File: src/slkc_pkg.sv
package slkc_pkg;

	localparam int FUNC_W = 2;
	localparam int KEY_W  = 32;
	localparam int DATA_W = 32;
	localparam int CAP_W  = 7;

	localparam logic [CAP_W-1:0] CAP_RESET = 7'd64;

	typedef enum logic [FUNC_W-1:0] {
		FUNC_LOOKUP = 2'd0,
		FUNC_INSERT = 2'd1,
		FUNC_ERASE  = 2'd2
	} func_t;

	typedef enum logic [1:0] {
		ST_IDLE,
		ST_SCAN,
		ST_DRAIN,
		ST_COMMIT
	} state_t;

	typedef struct packed {
		logic start;
		logic issue;
		logic commit;
	} cmd_t;

	typedef struct packed {
		logic scan_last;
		logic out_free;
	} sts_t;

endpackage

File: src/slkc_ctrl.sv
module slkc_ctrl (
	input  logic           clk,
	input  logic           arst_n,
	input  logic           req_valid,
	output logic           req_ready,
	input  slkc_pkg::sts_t sts,
	output slkc_pkg::cmd_t cmd
);

	slkc_pkg::state_t state_q;
	slkc_pkg::state_t state_d;

	always_ff @(posedge clk or negedge arst_n) begin
		if (!arst_n) begin
			state_q <= slkc_pkg::ST_IDLE;
		end else begin
			state_q <= state_d;
		end
	end

	always_comb begin
		state_d   = state_q;
		cmd       = '0;
		req_ready = 1'b0;
		case (state_q)
			slkc_pkg::ST_IDLE: begin
				req_ready = 1'b1;
				if (req_valid) begin
					cmd.start = 1'b1;
					state_d   = slkc_pkg::ST_SCAN;
				end
			end
			slkc_pkg::ST_SCAN: begin
				cmd.issue = 1'b1;
				if (sts.scan_last) begin
					state_d = slkc_pkg::ST_DRAIN;
				end
			end
			// last read beat is compared here
			slkc_pkg::ST_DRAIN: begin
				state_d = slkc_pkg::ST_COMMIT;
			end
			slkc_pkg::ST_COMMIT: begin
				if (sts.out_free) begin
					cmd.commit = 1'b1;
					state_d    = slkc_pkg::ST_IDLE;
				end
			end
			default: begin
				state_d = slkc_pkg::ST_IDLE;
			end
		endcase
	end

endmodule

File: config.mk
export PLATFORM = sky130hd
export DESIGN_NAME = slkc_ctrl
export DESIGN_NICKNAME = d
export VERILOG_FILES = /design/src/slkc_pkg.sv /design/src/slkc_ctrl.sv
export SDC_FILE = /design/constraint.sdc
export NUM_CORES = 1
export LEC_CHECK = 0
export BUFFER_PORTS_ARGS = -buffer_cell sky130_fd_sc_hd__buf_2
export CAP_MARGIN = 10
export CORE_AREA = 2 2 39 41
export CTS_CLUSTER_DIAMETER = 50
export DETAILED_ROUTE_END_ITERATION = 6
export DIE_AREA = 0 0 41 43
export GPL_ROUTABILITY_DRIVEN = 0
export SETUP_SLACK_MARGIN = 0.1
export SKIP_LAST_GASP = 1
export SYNTH_ARGS = -nofsm -noshare
export SYNTH_HDL_FRONTEND = slang
export SYNTH_SLANG_ARGS = --single-unit
File: constraint.sdc
create_clock -name clk -period 2.1 [get_ports clk]
set_clock_uncertainty 0.1 [all_clocks]
set_input_delay 0.21 -clock clk [delete_from_list [all_inputs] [get_ports clk]]
set_output_delay 0.21 -clock clk [all_outputs]
set_load 0.05 [all_outputs]
# Yosys cells after proc, flatten, opt, wreduce, memory -nomap -nowiden
# Index checks and enable logic that the tools add are counted.
word_totals:
  ff_bits: 2
  latch_bits: 0
  mem_bits_rw: 0
  rom_bits: 0
  in_bits: 5
  word_cells: 19
  mem_count: 0
op_classes:
  add_sub_neg: 0
  n_mul: 0
  div_mod_pow: 0
  n_lt_le_gt_ge: 0
  n_eq_ne: 6
  n_shift: 0
  mux: 10
  bitwise: 0
  n_reduce_logical: 2
op_table:
  columns: ["operator", "n"]
  rows:
  - ["$pmux W2 S4", 1]
  - ["$mux W1", 6]
  - ["$mux W2", 3]
  - ["$ne A2 B2 Y1 const B", 3]
  - ["$eq A2 B2 Y1 const B", 2]
  - ["$reduce_and A3 Y1", 1]
  - ["$eq A2 B1 Y1 const B", 1]
  - ["$logic_not A2 Y1", 1]

# Depth between registers and ports, before layout
logic_depth:
  word_depth: 3
  ltp_mapped: 4
  ltp_nobuf: 4

# Worst setup path before layout
# OpenSTA, ideal clock, no wires.
synth_timing:
  path_kind: "reg2reg"
  from: "register state_q[0]"
  to: "register state_q[1]"
  arrival_ns: 1.667
  setup_slack_ns: 0.206
  path_stages_with_launch: 5
  path_buffers: 0
  period_less_slack_ns: 1.894
  cell_sequence: "dfrtp_1 -> inv_1 -> ha_1 -> a222oi_1 -> mux2_1"
synth_via:
  elab_chain_len: 3
synth_rtl:
  columns: ["element", "line_no", "text"]
  rows:
  - ["start, declared", "slkc_ctrl.sv:10", "slkc_pkg::state_t state_q;"]
  - ["start signal, assigned", "slkc_ctrl.sv:15", "state_q <= slkc_pkg::ST_IDLE;"]
  - ["start signal, assigned", "slkc_ctrl.sv:17", "state_q <= state_d;"]
  - ["$eq A2 B1 Y1 (tied with other cells)", "slkc_ctrl.sv:25", "case (state_q)"]
  - ["$ne A2 B2 Y1 (no source line)", null, null]
  - ["$reduce_and A3 Y1 (no source line)", null, null]
# Several ways; a longest one is shown, not always the timed one.
# A chain may end at the register's enable or synchronous reset.

# Worst setup path after layout
# Ends and elaborated chain as after synthesis.

==> out/results.ini <==
[status]
status=finished clean

[sta]
period_share_pct=81.7
max-slew-margin-rel_pct=70.4
setup-tns-final_ps=0
timing.fmax_ghz=0.583
tightest_slew_ps=444
finalMaxSlewViolations=0
final.min_clock_period_ps=1720
rsz0062_at_grt=false
hold_viol_final=0
finalSetupViolCount=0

[critical_path]
critPathKind=flip-flop to flip-flop
startpoint=state_q[0]
start_kind=flip-flop
regToRegEndpoint=state_q[1]
endpoint_kind=flip-flop
r2r_start=state_q[0]
cp_max_fo=4
crit_arrival_ps=1710
r2r_slack_ps=380
required_ps=2090
endpoint=state_q[1]
r2r_cells=4

[yosys]
synth-seq-area-share_pct=29.6
synth_nets=26
ys_warn_count=0
netlist_top_cells_area=dfrtp_1 30%, ha_1 30%, inv_1 8.9%
yosys.area.top_type=dfrtp_1
syn_avg_cell_area_um2=9.94
synth_cells=17
yosysTopAreaCellShare_pct=29.6
synth_seq_cells=2
synth_area_um2=169
yosysUniqueCellTypes=10

[cts]
clkTransAtPathRegs_ps=30
root_buffer=clkbuf_4
postCtsSetupBuffers=0
worstSkewPairLatency_ps=220
cts_tree=done
post_cts_resized=0
cts-hold-fix-buffers=1
htree_levels=1
clk_path_buf_depth=2
cts-buffers-inserted=3
cts_sinks=2

[power]
pwr-share-clk_pct=18.8
netSwitchingFraction_pct=50.8
p_leak_nw=0.151
p_int_uw=213
switchingPower_uw=220
combPwrFrac_pct=62.9
p_total_uw=432
p_per_area_mw_per_mm2=1650
seq_power_share_pct=18.2
vdd_drop_max_mv=0.309

[floorplanning]
row_count=14
die_h_um=43
start_util_pct=12.2
die-area_mm2=0.00176
die_w_um=41
core_mm2=0.00138
io_pins=9

[detailed_routing]
vias=145
vias_per_cell=3.22
wire_per_inst_um=6.78
drc=0
routed_wl_um=305
drt_iter0_markers=3
first_pass_iters=4
final_antenna_net_count=0

[global_route]
grtUsageTotal_pct=4.31
grt_pass1_vias=116
antenna_found_initial=0
grt-ovfl-total=0
grt_max_degree=5
grt_pass1_wl_um=427

[placed_design]
portBuffers=8
dpl.hpwl_um=291

[finish]
regMostFlops=state_q
reg.largest.list=state_q: 2 flops
area_delta_synth_final_pct=54.8
fillers=161
largest_reg_flops=2
drive_above_1_share_pct=44.8
layout_commonest_cell=buf_2
layout_common_cells=8 x buf_2, 4 x inv_1, 4 x ha_1
diodes=0
fin_util_pct=18.9
nNetsFinal=40

[min_path]
hold_path_class=primary input to async pin

[run]
drv_cap=0

==> worst min-delay path by stage <==
stage,startpoint,endpoint,slack [ps],cells past startpoint
after floorplan,arst_n,state_q[0],-190,0
after global placement,arst_n,state_q[1],-100,1
after detailed placement,arst_n,state_q[1],-100,1
after CTS,arst_n,state_q[1],220,2
after global routing,arst_n,state_q[0],210,2
final,arst_n,state_q[0],220,2
==> worst max-delay path, stage by stage, from the launching register on <==
cell and delay, ps:
dfrtp_1 360, inv_1 80, ha_1 230, a222oi_1 460, mux2_1 370
==> layer usage <==
layer	global-route usage [%]	routed length, µm	vias to the layer above
met5	0	0	-
met4	4.00	0	0
met3	4.71	37	0
met2	5.00	145	6
met1	3.83	122	60
li1	-	-	79
==> power by group through the flow <==
stage,clock network (mW),logic (mW),registers [mW]
3_3_place_gp,0,0.276,0.0785
3_5_place_dp,0,0.278,0.0804
4_1_cts,0.0870,0.279,0.0800
5_1_grt,0.0915,0.304,0.0847
2_1_floorplan,0,0.231,0.0759
6_report,0.0814,0.272,0.0788
==> layout make-up <==
cell class	count	area, µm²	area share (%)
multi-input combinational	10	98.8	37.8
sequential	2	50.0	19.1
timing repair buffer	9	50.0	19.1
clock buffer	3	22.5	8.61
inverter	5	20.0	7.66
tap	16	20.0	7.66
==> cells in the mapped netlist <==
master and n:
and2_1 1, a222oi_1 1, clkinvlp_2 1, ha_1 4
inv_1 4, dfrtp_1 2, and2_2 1, mux2_1 1
mux2i_1 1, nor2_1 1
==> cells by family after synthesis <==
kind of cell	Yosys count	synth area share (%)
adders and majority gates	4	29.6
AOI/OAI and AO/OA	1	5.93
DFF	2	29.6
buffers and inverters	5	11.8
muxes	2	12.6
and+or+nand+nor	3	10.4
==> metrics by stage <==
| stage | hold WS [ps] | setup slack [ps] | instance area [µm²] | std cells |
|---|---|---|---|---|
| 6_report | 218 | 385 | 262 | 45 |
| 5_1_grt | 211 | 247 | 262 | 45 |
| 4_1_cts | 216 | 355 | 262 | 45 |
| 3_5_place_dp | -96.7 | 358 | 229 | 41 |
| 3_3_place_gp | -103 | 365 | 229 | 41 |
| 2_1_floorplan | -186 | 206 | 169 | 17 |
No activity file was read; power rests on OpenSTA's default activity.
